File: src/design/stkeval_pkg.sv
// Shared types and constants for the stack expression evaluator.
// Item structs, character codes, status codes and the cell control struct.
// Depends on nothing; other files use it by scoped names or by import.
package stkeval_pkg;

	localparam int DATA_W          = 32;
	localparam int STACK_DEPTH_DEF = 64;
	localparam int CNT_W           = $clog2(DATA_W);

	localparam logic [7:0] CH_0     = 8'h30;
	localparam logic [7:0] CH_9     = 8'h39;
	localparam logic [7:0] CH_PLUS  = 8'h2B;
	localparam logic [7:0] CH_MINUS = 8'h2D;
	localparam logic [7:0] CH_STAR  = 8'h2A;
	localparam logic [7:0] CH_SLASH = 8'h2F;

	localparam logic [2:0] ST_OK        = 3'd0;
	localparam logic [2:0] ST_UNDERFLOW = 3'd1;
	localparam logic [2:0] ST_DIVZERO   = 3'd2;
	localparam logic [2:0] ST_OVERFLOW  = 3'd3;
	localparam logic [2:0] ST_EMPTY     = 3'd4;

	typedef struct packed {
		logic [7:0] symbol;
		logic       end_of_expr;
	} in_item_t;

	typedef struct packed {
		logic signed [DATA_W-1:0] value;
		logic [2:0]               status;
		logic [6:0]               leftover_depth;
	} out_item_t;

	// Shift command for one stack cell: load from the neighbor above, or below.
	typedef struct packed {
		logic take_prev;
		logic take_next;
	} cell_ctl_t;

endpackage

File: src/design/stkeval_cell.sv
// One entry of the shifting operand stack.
// Loads from the cell above on a push, from the cell below on a pop.
// Depends on stkeval_pkg.
module stkeval_cell (
	input  logic                            clk,
	input  stkeval_pkg::cell_ctl_t          ctl,
	input  logic [stkeval_pkg::DATA_W-1:0]  prev,
	input  logic [stkeval_pkg::DATA_W-1:0]  next,
	output logic [stkeval_pkg::DATA_W-1:0]  q
);

	logic [stkeval_pkg::DATA_W-1:0] data_q;

	always_ff @(posedge clk) begin
		if (ctl.take_prev) begin
			data_q <= prev;
		end else if (ctl.take_next) begin
			data_q <= next;
		end
	end

	assign q = data_q;

endmodule

File: config.mk
export PLATFORM = sky130hd
export DESIGN_NAME = stkeval_cell
export DESIGN_NICKNAME = d
export VERILOG_FILES = /design/src/design/stkeval_pkg.sv /design/src/design/stkeval_cell.sv
export SDC_FILE = /design/constraint.sdc
export NUM_CORES = 1
export LEC_CHECK = 0
export BUFFER_PORTS_ARGS = -buffer_cell sky130_fd_sc_hd__buf_4
export CORE_MARGIN = 1
export CORE_UTILIZATION = 41
export DETAILED_ROUTE_END_ITERATION = 10
export GPL_ROUTABILITY_DRIVEN = 0
export PLACE_DENSITY = 0.78
export SETUP_SLACK_MARGIN = 0.2
export SLEW_MARGIN = 20
export SYNTH_ARGS = -nofsm -noshare
export SYNTH_HDL_FRONTEND = slang
export SYNTH_SLANG_ARGS = --single-unit
File: constraint.sdc
create_clock -name clk -period 2.54 [get_ports clk]
set_input_delay 0.508 -clock clk [delete_from_list [all_inputs] [get_ports clk]]
set_output_delay 0.508 -clock clk [all_outputs]
set_load 0.01 [all_outputs]
# --- Yosys cells after proc, flatten, opt, wreduce, memory -nomap -nowiden ---
# Cells that the tools add are included.
word_totals:
  register_bits: 32
  in_bits: 67
  output_inout_bits: 32
op_classes:
  mux: 2
  reduce_logical: 1
ops:
  columns: ["operator", "count"]
  rows:
  - ["32-bit two-way mux", 2]
  - ["2-bit nonzero test", 1]

# --- Depth between registers and ports, before layout ---
logic_depth:
  word_depth: 2
  depth_mapped: 3
  depth_no_buf: 1

# --- Worst setup path after synthesis ---
# No wires, ideal clock.
synth_timing:
  path_kind: "input -> register"
  start: "in ctl[1] (netlist name)"
  end: "reg data_q (netlist bit q[0]), enable pin"
  setup_ps: 390
  arrival_time_ps: 1530
  setup_slack_ps: 619
  path_stages: 3
  path_cell_list: "buf_6 -> buf_12 -> or2_1"
synth_between:
  elab_chain_cells: 1
synth_lines:
  columns: ["element", "line_no", "source"]
  rows:
  - ["start: declaration", "stkeval_cell.sv:6", "input stkeval_pkg::cell_ctl_t ctl,"]
  - ["2-bit nonzero test (no line)", null, null]
  - ["end signal: assignment", "stkeval_cell.sv:16", "data_q <= prev;"]
  - ["end signal: assignment", "stkeval_cell.sv:18", "data_q <= next;"]
  - ["end: declaration", "stkeval_cell.sv:12", "logic [stkeval_pkg::DATA_W-1:0] data_q;"]
# No other way between the ends.
# A chain may end at the register's enable or synchronous reset.

# --- Final worst setup path ---
layout_timing:
  start: "in ctl[1] (netlist name)"
  end: "reg data_q (netlist bit q[22]), enable pin"
# The elaborated chain is that of the path after synthesis.

==> qor.csv <==
metric;value;unit
ctsHoldBuffers;0;
hold_path.class;primary input to register;
cp.arrival;1.44;ns
cp-startpoint;ctl[1];
postLayoutCoreUtil;67.4;%
antenna_cells;0;
port_buffers;98;
io_pins;99;
cap_violations;0;
fmax;678;MHz
hold_start;prev[19];
drtPass1Iterations;4;
period_minus_slack;1.48;ns
grtUsageTotal;18.1;%
wirelength;3.24;mm
antenna_found_initial;0;
die_h;62.6;µm
end_kind;register;
avgRoutedWirePerCell;14.9;µm
hold_violations;0;
layout-drive-gt1-share;79.7;%
rsz0062_at_grt;no;
report.final.slew_viol_count;0;
area_delta_synth_final;53.9;%
rows;21;
grt_overflow;0;
clock_sinks;32;
power_density;561;nW/µm²
crit_buf_inv;2;
cp_common_cell;buf_4;
dieArea;3920;µm²
syn-instance-count;69;
drt-initial-drc-count;22;
finalSetupViolCount;0;
grt_pass1_wl;5.22;mm
synth_top_family_by_area;multiplexers;
p_leak;1.10;nW
required;2.50;ns
h-tree-depth;2;
synth_fa_ha_area_share;0;%
power.total;1.30;mW
start_util;43.8;%
clockBufferDepth;2;
fin_area;2320;µm²
tightestPinTransition;0.553;ns
ys_types;6;
dieWidth;62.6;µm
ys_warn_count;0;
path_clk_slew;0.06;ns
layout.nets;239;
synth-xor-area-share;0;%
cts_setup_buffers;0;
syn-cell-area;1510;µm²
crit_type;primary input to register;
final_cell_mix;buf_4, edfxtp_1, mux2_4, clkbuf_8, mux2_2;
period_share;58.1;%
final_common_cell;buf_4;
cts_tree;yes;
ant_nets;0;
cpLargestDelayFamily;buffers and inverters;
ys_seq_area_share;63.7;%
vias_per_cell;4.67;
start_kind;primary input;
synthMuxAreaShare;31.1;%
cts_inserted_buffers;5;
cts_root_buf;clkbuf_8;
syn_nets;136;
grt_max_degree;34;
ys_ff_latch;32;
synth_compound_area_share;0;%
drc;0;
cp_slowest_stage_delay;0.45;ns
status;complete, no violations;
post_cts_resize_count;0;
crit_fanout;33;
critPathSlowestCell;buf_4;
slew-limit-headroom;63.1;%
tns;0;ns
crit_path_cell_trace;buf_4 -> or2_1 -> buf_4;
largest_reg_flops;32;
via_count;1019;
fp.coreArea;3440;µm²
ir_drop;0.000253;V
fin_cells;218;
place_inst;211;
synthSimpleGateAreaFrac;0.415;%
post_synth.cell_area_avg;21.9;µm²
place_area;2240;µm²
grt_pass1_vias;1060;
==> metal layers <==
layer | part of all wire [%] | track usage, % | wire length [µm]
met3 | 5.5 | 4.38 | 177
met5 | 0 | 0 | 0
met1 | 36 | 19.5 | 1180
met2 | 56 | 31.5 | 1810
met4 | 2.3 | 11.3 | 74
==> layout make-up <==
cell class	count	area, µm²
clock buffer	5	68.8
tap	46	57.6
multi-input combinational	33	475
fill	242	1120
timing repair buffer	100	751
sequential	32	961
clock inverter	2	7.51
==> kinds of logic (layout without fill, tap and decap cells) <==
kind of cell | Yosys count | in the layout
buf+inv | 4 | 107
simple gates | 1 | 1
mux | 32 | 32
flops | 32 | 32
==> stage by stage <==
stage | hold slack [ns] | setup slack [ns]
floorplan | 0.725 | 0.619
global placement | 0.810 | 0.794
detailed placement | 0.811 | 0.750
CTS | 0.519 | 1.05
global route | 0.516 | 1.01
finish | 0.525 | 1.06
==> synth_stat cells <==
library cell	count	area, µm²
or2_1	1	6.26
mux2_4	29	435
buf_6	1	11.3
buf_12	3	60.1
mux2_2	3	33.8
edfxtp_1	32	961
==> power breakdown <==
part | switching (mW) | internal, mW | total [mW]
clock | 0.167 | 0.180 | 0.347
sequential | 0.0161 | 0.649 | 0.665
combinational | 0.101 | 0.189 | 0.289
==> final timing paths <==
check	to	depth (start not counted)
worst max-delay path	q[22]	3
worst min-delay path	q[19]	2
Power figures use the tool's default switching activity.
