## src/design/stkeval_pkg.sv

```systemverilog
// Shared types and constants for the stack expression evaluator.
// Item structs, character codes, status codes and the cell control struct.
// Depends on nothing; other files use it by scoped names or by import.
package stkeval_pkg;

	localparam int DATA_W          = 32;
	localparam int STACK_DEPTH_DEF = 64;
	localparam int CNT_W           = $clog2(DATA_W);

	localparam logic [7:0] CH_0     = 8'h30;
	localparam logic [7:0] CH_9     = 8'h39;
	localparam logic [7:0] CH_PLUS  = 8'h2B;
	localparam logic [7:0] CH_MINUS = 8'h2D;
	localparam logic [7:0] CH_STAR  = 8'h2A;
	localparam logic [7:0] CH_SLASH = 8'h2F;

	localparam logic [2:0] ST_OK        = 3'd0;
	localparam logic [2:0] ST_UNDERFLOW = 3'd1;
	localparam logic [2:0] ST_DIVZERO   = 3'd2;
	localparam logic [2:0] ST_OVERFLOW  = 3'd3;
	localparam logic [2:0] ST_EMPTY     = 3'd4;

	typedef struct packed {
		logic [7:0] symbol;
		logic       end_of_expr;
	} in_item_t;

	typedef struct packed {
		logic signed [DATA_W-1:0] value;
		logic [2:0]               status;
		logic [6:0]               leftover_depth;
	} out_item_t;

	// Shift command for one stack cell: load from the neighbor above, or below.
	typedef struct packed {
		logic take_prev;
		logic take_next;
	} cell_ctl_t;

endpackage

```

## src/design/stkeval_div.sv

```systemverilog
// Iterative signed divider, one quotient bit per cycle, truncating toward zero.
// Works on magnitudes and fixes the sign at the end; divisor must be nonzero.
// Depends on stkeval_pkg.
module stkeval_div (
	input  logic                            clk,
	input  logic                            arst_n,
	input  logic                            start,
	input  logic [stkeval_pkg::DATA_W-1:0]  dividend,
	input  logic [stkeval_pkg::DATA_W-1:0]  divisor,
	output logic                            done,
	output logic [stkeval_pkg::DATA_W-1:0]  quotient
);

	localparam int W = stkeval_pkg::DATA_W;

	logic                          busy_q;
	logic                          done_q;
	logic [stkeval_pkg::CNT_W-1:0] cnt_q;
	logic [W-1:0]                  rem_q;
	logic [W-1:0]                  quo_q;
	logic [W-1:0]                  mb_q;
	logic                          neg_q;
	logic [W:0]                    shifted;
	logic [W:0]                    diff;

	assign shifted = {rem_q, quo_q[W-1]};
	assign diff    = shifted - {1'b0, mb_q};

	always_ff @(posedge clk or negedge arst_n) begin
		if (!arst_n) begin
			busy_q <= 1'b0;
			done_q <= 1'b0;
			cnt_q  <= '0;
		end else begin
			done_q <= 1'b0;
			if (start) begin
				busy_q <= 1'b1;
				cnt_q  <= stkeval_pkg::CNT_W'(W - 1);
			end else if (busy_q) begin
				cnt_q <= cnt_q - 1'b1;
				if (cnt_q == '0) begin
					busy_q <= 1'b0;
					done_q <= 1'b1;
				end
			end
		end
	end

	always_ff @(posedge clk) begin
		if (start) begin
			rem_q <= '0;
			quo_q <= dividend[W-1] ? (~dividend + 1'b1) : dividend;
			mb_q  <= divisor[W-1] ? (~divisor + 1'b1) : divisor;
			neg_q <= dividend[W-1] ^ divisor[W-1];
		end else if (busy_q) begin
			// Restoring step: keep the trial difference when it does not go negative
			if (!diff[W]) begin
				rem_q <= diff[W-1:0];
				quo_q <= {quo_q[W-2:0], 1'b1};
			end else begin
				rem_q <= shifted[W-1:0];
				quo_q <= {quo_q[W-2:0], 1'b0};
			end
		end
	end

	assign done     = done_q;
	assign quotient = neg_q ? (~quo_q + 1'b1) : quo_q;

endmodule

```

## config.mk

```make
export PLATFORM = sky130hd
export DESIGN_NAME = stkeval_div
export DESIGN_NICKNAME = d
export VERILOG_FILES = /design/src/design/stkeval_pkg.sv /design/src/design/stkeval_div.sv
export SDC_FILE = /design/constraint.sdc
export NUM_CORES = 1
export LEC_CHECK = 0
export ABC_AREA = 1
export BUFFER_PORTS_ARGS = -buffer_cell sky130_fd_sc_hd__buf_2
export CAP_MARGIN = 20
export CORE_UTILIZATION = 55
export DETAILED_ROUTE_END_ITERATION = 10
export PLACE_DENSITY_LB_ADDON = 0.15
export SYNTH_ARGS = -nofsm -noshare
export SYNTH_HDL_FRONTEND = slang
export SYNTH_SLANG_ARGS = --single-unit
```

## constraint.sdc

```tcl
create_clock -name clk -period 4.8 [get_ports clk]
set_input_delay 0.72 -clock clk [delete_from_list [all_inputs] [get_ports clk]]
set_output_delay 0.72 -clock clk [all_outputs]
set_load 0.01 [all_outputs]
```

Word level (Yosys, flattened, before mapping)

Index checks and enable logic that the tools add are counted.

Add/sub/neg operators: 5
Mux-type cells: 15
Bitwise logic cells: 4
Reductions and logical operators: 2

Operators by type and width:

| cell                                                                | number |
|---|---|
| 32-bit two-way mux                                                  | 5 |
| 32-bit by 1-bit adder with 32-bit output (second input constant)    | 3 |
| 32-bit NOT                                                          | 3 |
| 33-bit by 32-bit subtractor with 33-bit output                      | 1 |
| 31-bit two-way mux                                                  | 1 |
| 5-bit two-way mux                                                   | 2 |
| 1-bit two-way mux                                                   | 7 |
| 5-bit zero test                                                     | 1 |
| 5-bit by 1-bit subtractor with 5-bit output (second input constant) | 1 |
| 2-bit nonzero test                                                  | 1 |
| 1-bit bitwise XOR                                                   | 1 |

Register bits after elaboration: 104
Output and inout bits: 33
Logic and storage cells: 34

Longest topological paths before layout

Gate-level depths: netlist (run 1).

Depth in word-level cells: 4
Mapped depth: 18
Gate-level depth less buffers: 17

Least setup slack after synthesis (run 1)

OpenSTA, ideal clock, no wires.

Path kind: flip-flop to output port
Start: register quo_q[0]
End: output port quotient[28] (netlist name)
Arrival time: 1834 ps
Required time: 4080 ps
Slack: 2246 ps
Stages on the path, launching flop included: 11
Cell sequence: edfxtp_1 > inv_1 > ha_1 > nand3_1 > nor2_1 > nand2_1 > nor2_1 > nand3b_1 > o21ai_0 > o21ai_0 > xor2_1

Cells in the longest elaborated chain, start to end: 3

RTL lines:

| what                                     | RTL line          | source |
|---|---|---|
| from (decl)                              | stkeval_div.sv:20 | `logic [W-1:0] quo_q;` |
| from (signal assigned)                   | stkeval_div.sv:52 | `quo_q <= dividend[W-1] ? (~dividend + 1'b1) : dividend;` |
| from (signal assigned)                   | stkeval_div.sv:59 | `quo_q <= {quo_q[W-2:0], 1'b1};` |
| from (signal assigned)                   | stkeval_div.sv:62 | `quo_q <= {quo_q[W-2:0], 1'b0};` |
| 32-bit NOT                               | stkeval_div.sv:68 | `assign quotient = neg_q ? (~quo_q + 1'b1) : quo_q;` |
| 32-bit by 1-bit adder with 32-bit output | stkeval_div.sv:68 |  |
| 32-bit two-way mux                       | stkeval_div.sv:68 |  |
| to (decl)                                | stkeval_div.sv:11 | `output logic [stkeval_pkg::DATA_W-1:0] quotient` |

Every way passes these cells.

Worst setup path after layout (run 1)

Ends and elaborated chain as after synthesis.

==> out/summary.txt, run 1 <==
DIE WIDTH - 132 um
Mapped Area - 0.00927 mm^2
Largest delay share family, worst path - simple AND/OR/NAND/NOR gates
# resized after CTS - 0
Mapped Nets - 1,569
Post-Route Skew - 0.0103 ns
Slew Viols, Final - 0
fillers - 1,596
Avg Cell Area, Syn - 6.33 um^2
Startpoint Class - flip-flop
Worst R2R Start - quo_q[31]
Gate Count Post-Synth - 1,464
DIE HEIGHT - 132 um
antenna viol nets, final - 0
GR Overflow Total - 0
XOR/XNOR Fraction of Synth Area - 8.13%
measured slew at the worst slew-check pin - 0.511 ns
maximum vdd drop - 0.000154 V
post-synthesis register bit count - 104
RD Place Congestion - 0.936
mux cell area share after synthesis - 0%
grt peak-use layer - met2
final setup margin - 1.33 ns
min Tclk post-route - 3.47 ns
drt total wl - 22,400 um
post-synth top area share - 21.1%
Final setup viols - 0
post-synthesis simple-gate area fraction - 36.6%
DRC - 0
Critical Path Sink Type - primary output
critical path, cell by cell - inv_1 > ha_1 > nand3_1 > nor2_1 > nand2_1 > nor2_1 > nand3b_1 > o21ai_0 > o21ai_0 > xor2_1 > buf_2
initial antenna violation count - 0
# clock sinks - 104
Seq/Total Area, Yosys - 29.9%
gr usage total - 26.4%
cell accounting for the most synthesized area - edfxtp_1
CP max FO - 4
met1 global-route usage - 31.9%
drt pass-1 iters - 5
initial core utilization - 56.1%
Detailed Place HPWL - 17,700 um
wire per inst - 12.6 um
clk_lat worst skew - 0.35 ns
clk buf depth - 2
CP arrival - 2.75 ns
Reg clk slew, reported paths - 0.07 ns
max-cap violation count - 0
Area Overhead vs Synth - 10.6%
Pleak - 5.56 nW
Pwr per Cell Area - 246 mW/mm^2
number of global-route vias before repair - 8,272
buffers added on ports - 99
FP Rows - 47
CP bufs+invs - 2
worst slack, placed - 1.73 ns
first-pass GRT wire length - 37,400 um
Vias - 8,861
Avg Vias per Cell - 4.98
Root Buffer - clkbuf_16
status - finished clean
Tcrit/Tclk final - 72.4%
RSZ-0062 raised after global routing - no
Synth Area in Adders - 5.21%
Die Area - 0.0174 mm^2
H-tree depth - 3
slowest stage delay, CP - 0.43 ns
1st-iter DRT viols - 437
critical path type - flip-flop to primary output
Fmax achieved - 0.288 GHz
CTS buffer count - 9
Setup Buffers After CTS - 0
Synth Area in Compound Gates - 6.25%
hold_buf cts - 0
Cell variety after synth - 46
Yosys warning count - 0
I/O pin count - 100
dominant cells by area after synthesis - edfxtp_1 21%, nand2_1 20%, inv_1 12%, dfxtp_1 6.9%, xor2_1 5.8%
GR met2 Demand/Resource - 48.3%
Core Region - 0.0165 mm^2
Final nets - 1,657
Req. time, crit path - 4.08 ns
critical path's slowest cell - edfxtp_1
launch point of the worst path - quo_q[0]
Worst Hold Class - input port to async pin
largest net degree at the start of global routing - 43
met3 GRT Util - 4.08%
Fin. Hold Viols - 0
slew margin rel. - 66.0%
setup_tns - 0 ns
layout cells sized above 1 - 10.6%
main combinational cell family by area after synthesis - simple AND/OR/NAND/NOR gates
TritonCTS clock tree - done
[cell usage after synthesis (all sizes together)]
master and count:
nand4 17, a22oi 1, a21o 1, nand3b 3, clkbuf 20, o31ai 4
o21bai 1, fa 1, ha 37, inv 300, nor3 24, and3 3
a31oi 2, or2 5, and2 5, nand2 508, xnor2 25, nand3 102
o32ai 1, o41ai 1, a21oi 31, o211ai 2, edfxtp 65, xor2 61
nor2 132, dfxtp 32, dfrtp 7, nor4 2, o21ai 63, buf 8
[registers in the layout (all words and copies together), names as in the netlist]
register,cells
busy_q,1
cnt_q,5
done,1
mb_q,32
neg_q,1
quo_q,32
rem_q,32
[metal layers]
metal	vias to the layer above	share of wire (%)
li1	4675	-
met1	3959	45
met2	199	49
met3	28	4.1
met4	0	1.5
met5	-	0
[power by group]
part	internal [mW]	switching (mW)
Combinational	0.251	0.427
Sequential	1.04	0.0536
Clock	0.409	0.346
[worst paths after layout]
check / to / slack [ns] / depth (start not counted)
worst min-delay path: done / 0.19 / 1
worst max register to register: quo_q[0] / 1.99 / 15
worst max-delay path: quotient[28] / 1.33 / 11
worst min register to register: rem_q[18] / 0.47 / 2
max in group asynchronous: cnt_q[0] / 4.45 / 1
min in group clk: rem_q[18] / 0.47 / 2
[cells in the final DEF (no fill, tap or decap), types with 4 or more instances in the layout]
cell / count
nand2_1: 485
nand2_4: 4
or2_2: 5
and2_1: 4
nand3_1: 101
ha_1: 37
nor2_2: 7
nand2_2: 18
nand4_1: 17
buf_2: 99
o31ai_1: 4
edfxtp_1: 65
nor3_1: 21
dfrtp_1: 7
clkbuf_16: 9
xnor2_1: 25
o21ai_0: 60
a21oi_1: 29
inv_1: 298
xor2_1: 61
buf_4: 5
nor2_1: 125
dfxtp_1: 32
[logic make-up after synthesis]
logic type | count (synthesis)
AOI/OAI and AO/OA | 107
xor gates and xnor gates | 86
adders and majority gates | 38
buffers and inverters | 328
DFF | 104
and+or+nand+nor | 801
[stage by stage]
step | instance area [um^2] | hold slack, ns | total power [mW] | instances | utilization (%)
6_report | 10300 | 0.190 | 2.52 | 1779 | 62.1
5_1_grt | 10200 | 0.188 | 2.66 | 1777 | 62.0
4_1_cts | 10200 | 0.187 | 2.53 | 1776 | 61.9
3_5_place_dp | 9920 | 0.462 | 1.78 | 1760 | 60.0
3_3_place_gp | 9920 | 0.461 | 1.77 | 1760 | 60.0
2_1_floorplan | 9270 | 0.424 | 1.55 | 1464 | -
[layout make-up]
cell class / count / area, um^2 / share of cell area [%]
Multi-Input combinational cell: 1032 / 5220 / 50.9
Sequential cell: 104 / 2770 / 27.0
Inverter: 300 / 1130 / 11.0
Timing Repair Buffer: 105 / 561 / 5.47
Tap cell: 220 / 275 / 2.68
Clock buffer: 9 / 225 / 2.20
Clock inverter: 7 / 77.6 / 0.757
Antenna cell: 2 / 5.00 / 0.0488
(Power assumes the default switching activity.)
==> inputs of run 2 (changes only) <==
- clock period: 4.8 -> 2.85 ns (I/O delays scaled with it)
==> run 2 against run 1 <==
Effect of this change:
- worst hold slack gained 0.077 ns
- via count grew 1.7%
- die area is the same
- critical path type unchanged
- register-to-register slack lost 1.8 ns
- combinational power grew 81%
- wire length grew 5.1%
- critical endpoint is now quotient[30]
- total power grew 74%
- sequential cell count is the same
- non-clock buffer count grew 12
- largest cell class unchanged
- clock skew grew 0.0024 ns
- sequential power grew 69%
- count of clock-buffer cells in the layout is the same
==> out/summary.txt, run 2 (synthesized netlist as in run 1, its figures left out) <==
max-cap violation count - 0
layout cells sized above 1 - 12.2%
Setup crit end - quotient[30]
reg2reg end - rem_q[5]
largest net degree at the start of global routing - 36
drt total wl - 23,600 um
final setup margin - 0.0955 ns
Area Overhead vs Synth - 13.0%
CP bufs+invs - 3
Reg clk slew, reported paths - 0.08 ns
Hold Crit Depth - 1
initial core utilization - 56.1%
gr usage total - 27.9%
launch point of the worst path - quo_q[0]
Final nets - 1,669
CP arrival - 2.33 ns
DRC - 0
FF+latch area - 0.00277 mm^2
critical path's slowest cell - edfxtp_1
Regs by FF count - mb_q (32), quo_q (32), rem_q (32)
FP Rows - 47
CTS buffer count - 9
final hold slack - 0.267 ns
most frequent cells in the layout - 484 x nand2_1, 296 x inv_1, 120 x nor2_1
FF-to-FF setup slack - 0.23 ns
Fin. Hold Viols - 0
status - finished clean
number of global-route vias before repair - 8,433
wire per inst - 13.2 um
area of the multi-input gates - 0.00534 mm^2
Die Area - 0.0174 mm^2
fillers - 1,574
buffers added on ports - 99
DIE WIDTH - 132 um
min Tclk post-route - 2.75 ns
setup_tns - 0 ns
Worst path most repeated cell - nor2_4
measured slew at the worst slew-check pin - 0.539 ns
critical path, cell by cell - inv_2 > ha_4 > nand3_4 > nor2_4 > nand2_2 > nor2_4 > nand3b_1 > buf_4 > o31ai_2 > xor2_1 > buf_2
CP max FO - 3
clk buf depth - 2
initial antenna violation count - 3
DIE HEIGHT - 132 um
# clock sinks - 104
critical path type - flip-flop to primary output
Avg Vias per Cell - 5.03
Tcrit/Tclk final - 96.7%
TritonCTS clock tree - done
Worst Hold Class - input port to flip-flop
Vias - 9,008
slowest stage delay, CP - 0.42 ns
antenna viol nets, final - 0
final core utilization - 63.4%
Worst R2R Start - quo_q[31]
Pleak - 5.63 nW
Final setup viols - 0
H-tree depth - 3
I/O pin count - 100
Pwr per Cell Area - 420 mW/mm^2
worst slack, placed - 0.180 ns
Slew Viols, Final - 0
RD Place Congestion - 0.944
Critical Path Sink Type - primary output
Req. time, crit path - 2.42 ns
drt pass-1 iters - 5
Fmax achieved - 0.363 GHz
Post-Route Skew - 0.0127 ns
most common cell after layout, fill and taps aside - nand2_1
GR Overflow Total - 0
Reg2Reg Depth - 18
RSZ-0062 raised after global routing - yes
Largest delay share family, worst path - simple AND/OR/NAND/NOR gates
clk_lat worst skew - 0.36 ns
post-layout instance area - 0.0105 mm^2
Detailed Place HPWL - 18,500 um
Startpoint Class - flip-flop
1st-iter DRT viols - 555
placed instance area - 0.00999 mm^2
slew margin rel. - 64.1%
Core Region - 0.0165 mm^2
number of stages on the worst setup path - 11
Root Buffer - clkbuf_16
first-pass GRT wire length - 39,300 um
maximum vdd drop - 0.000288 V
## run 2: worst reg2reg max path, cell delays in order, from the launching register on
cell and delay, ns:
edfxtp_1 0.35, inv_1 0.08, ha_1 0.23, fa_1 0.39
inv_1 0.08, nand2_1 0.06, nand2_1 0.12, nand3_1 0.10
nand2_2 0.11, nand2_1 0.07, nand2_2 0.11, nand2_4 0.08
nand2_4 0.08, nand2_2 0.09, nand2_8 0.17, buf_12 0.18
nand2_1 0.06, nand3_1 0.07, nand2_1 0.05
## run 2: routing by layer
layer / track usage, % / vias to the layer above / part of all wire [%] / wire [um]
met4: 11.0 / 0 / 2.8 / 658
met2: 48.3 / 259 / 47 / 11200
li1: - / 4703 / - / -
met1: 35.2 / 3997 / 45 / 10600
met5: 0 / - / 0 / 0
met3: 3.69 / 49 / 4.8 / 1140
## run 2: cell type report
type / instances / area share [%]
multi-input cells: 1032 / 50.9
flip-flops and latches: 104 / 26.4
clock inverters: 7 / 0.884
clock buffers: 9 / 2.15
well taps: 220 / 2.63
diodes: 3 / 0.0717
repair buffers: 117 / 6.16
inverters: 300 / 10.7
## run 2: worst min path at each step
stage | from | to | slack [ns]
global route | divisor[0] | mb_q[0] | 0.25
floorplan | arst_n | busy_q | 0.13
detailed placement | arst_n | done | 0.27
global placement | arst_n | cnt_q[0] | 0.27
CTS | divisor[0] | mb_q[0] | 0.25
finish | divisor[0] | mb_q[0] | 0.27
## run 2: where the power goes
group / total [mW] / switching, mW / internal [mW]
Sequential: 1.84 / 0.0896 / 1.75
Clock: 1.34 / 0.633 / 0.707
Combinational: 1.23 / 0.769 / 0.460
Total: 4.40 / 1.49 / 2.91
## run 2: metrics by stage
stage                     std cells  total power, mW
final                          1792             4.40
after global routing           1791             4.63
after CTS                      1787             4.37
after detailed placement       1767             3.01
after global placement         1767             2.99
after floorplan                1464             2.61
## run 2: what timing repair did
| action | 4_1_cts | 5_1_grt |
|---|---|---|
| endpoints found under the setup margin | 9 | 19 |
| setup buffers | 3 | 2 |
| pin swaps | 6 | 9 |
| hold buffers | 1 | 0 |
| gates cloned | 0 | 0 |
| gates resized for setup | 10 | 17 |
| endpoints found under the hold margin | 7 | 0 |
==> inputs of run 3 (changes only) <==
- SETUP_SLACK_MARGIN: default -> 0.5
==> run 3 against run 2 <==
Effect of this change:
- wire length up 11%
- cell count up 1.8%
- utilization grew 6.5 points
- total power up 3.6%
- register-to-register slack gained 0.20 ns
- worst setup slack improved by 0.035 ns
- non-clock buffer count rose by 28
- count of clock-buffer cells in the layout is the same
- critical path type unchanged
- largest power group unchanged
==> out/summary.txt, run 3 (synthesized netlist as in run 1, its figures left out) <==
status - finished clean
fin cells - 1,824
clk buf depth - 2
1st-iter DRT viols - 685
Vias - 9,461
most frequent cells in the layout - 448 x nand2_1, 293 x inv_1, 113 x nor2_1
Cells after DPL - 1,767
drt pass-1 iters - 5
Req. time, crit path - 2.42 ns
DIE WIDTH - 132 um
max-cap violation count - 0
Fmax achieved - 0.368 GHz
clk_lat worst skew - 0.36 ns
Fin. Hold Viols - 0
TritonCTS clock tree - done
Pwr per Cell Area - 395 mW/mm^2
Final setup viols - 0
Regs by FF count - mb_q (32), quo_q (32), rem_q (32)
# clock sinks - 104
Startpoint Class - flip-flop
antenna viol nets, final - 0
Worst Hold Class - input port to flip-flop
number of global-route vias before repair - 8,727
Area Overhead vs Synth - 24.7%
RD Place Congestion - 0.944
initial antenna violation count - 3
RSZ-0062 raised after global routing - yes
slew margin rel. - 59.6%
FP Rows - 47
first-pass GRT wire length - 41,400 um
Avg Vias per Cell - 5.19
Post-Route Skew - 0.0151 ns
gr usage total - 29.5%
setup_tns - 0 ns
measured slew at the worst slew-check pin - 0.606 ns
DRC - 0
CP max FO - 3
Critical Path Sink Type - primary output
buffers added on ports - 99
Detailed Place HPWL - 18,500 um
Tcrit/Tclk final - 95.4%
FF-to-FF setup slack - 0.43 ns
critical path type - flip-flop to primary output
Die Area - 0.0174 mm^2
most common cell after layout, fill and taps aside - nand2_1
Final nets - 1,701
Root Buffer - clkbuf_16
GR Overflow Total - 0
min Tclk post-route - 2.72 ns
fillers - 1,405
Slew Viols, Final - 0
wire per inst - 14.4 um
Core Region - 0.0165 mm^2
CP arrival - 2.29 ns
CTS buffer count - 9
largest net degree at the start of global routing - 36
DIE HEIGHT - 132 um
I/O pin count - 100
initial core utilization - 56.1%
maximum vdd drop - 0.000290 V
Reg clk slew, reported paths - 0.08 ns
drt total wl - 26,200 um
H-tree depth - 3
layout cells sized above 1 - 20.6%
Pleak - 5.96 nW
## run 3: cell types whose count changed in the layout (fill, tap and decap cells not counted), moves of 7 or more
cell,previous run,this run
buf_4,16,28
nand3_2,1,30
nand3_1,98,68
nand2_1,484,448
nand2_4,4,29
ha_1,36,24
nand2_2,18,28
buf_6,0,8
ha_4,1,10
nor2_1,120,113
## run 3: cell type report
cell class              instances  area [um^2]  share of cell area [%]
inverters                     300         1130                    9.74
diodes                          3         7.51                  0.0649
clock inverters                 7         92.6                   0.801
well taps                     220          275                    2.38
flip-flops and latches        104         2770                    23.9
clock buffers                   9          225                    1.95
multi-input cells            1036         6080                    52.6
repair buffers                145          983                    8.51
## run 3: timing repair
action / in CTS / in global routing
setup endpoints to repair: 55 / 60
hold buffers: 1 / 0
pin swaps: 30 / 76
setup buffers: 19 / 13
gates cloned: 5 / 0
endpoints found under the hold margin: 7 / 0
gates resized for setup: 63 / 135
## run 3: metal layers
layer	up-vias	share of wire [%]	track usage, %
met1	4329	43	37.1
met3	63	5.2	4.27
met2	300	49	51.5
met4	0	3.5	10.7
met5	-	0	0
li1	4769	-	-
## run 3: through the flow
stage               setup WS (ns)  util, %  instance area, um^2  power (mW)  hold WS, ns
floorplan                   0.589        -                 9270        2.61        0.132
global placement            0.262     60.4                 9990        2.99        0.271
detailed placement          0.180     60.4                 9990        3.01        0.271
CTS                        0.0897     65.5                10800        4.44        0.254
global route               0.0315     69.9                11600        4.79        0.250
finish                      0.130     69.9                11600        4.57        0.264
## run 3: report_power, final
part | switching (mW) | total, mW | leakage [nW] | internal [mW]
logic | 0.849 | 1.38 | 4.80 | 0.527
clock network | 0.639 | 1.35 | 0.156 | 0.707
registers | 0.0962 | 1.84 | 1.00 | 1.75
## run 3: worst max-delay path: stages, from the launching register on
cell      delay, ns
edfxtp_1       0.48
inv_1          0.17
nand3_4        0.10
nor2_4         0.13
nand2_2        0.09
nor2_4         0.10
nand3b_1       0.14
buf_6          0.17
o31ai_4        0.17
xor2_1         0.21
buf_2          0.16
## run 3: worst paths after layout
kind | endpoint | startpoint | cells past startpoint
max | quotient[30] | quo_q[2] | 10
max reg2reg | rem_q[22] | mb_q[0] | 18
min in group asynchronous | done | arst_n | 2
max in group asynchronous | cnt_q[0] | arst_n | 2
min | mb_q[0] | divisor[0] | 1
min reg2reg | rem_q[6] | rem_q[6] | 2
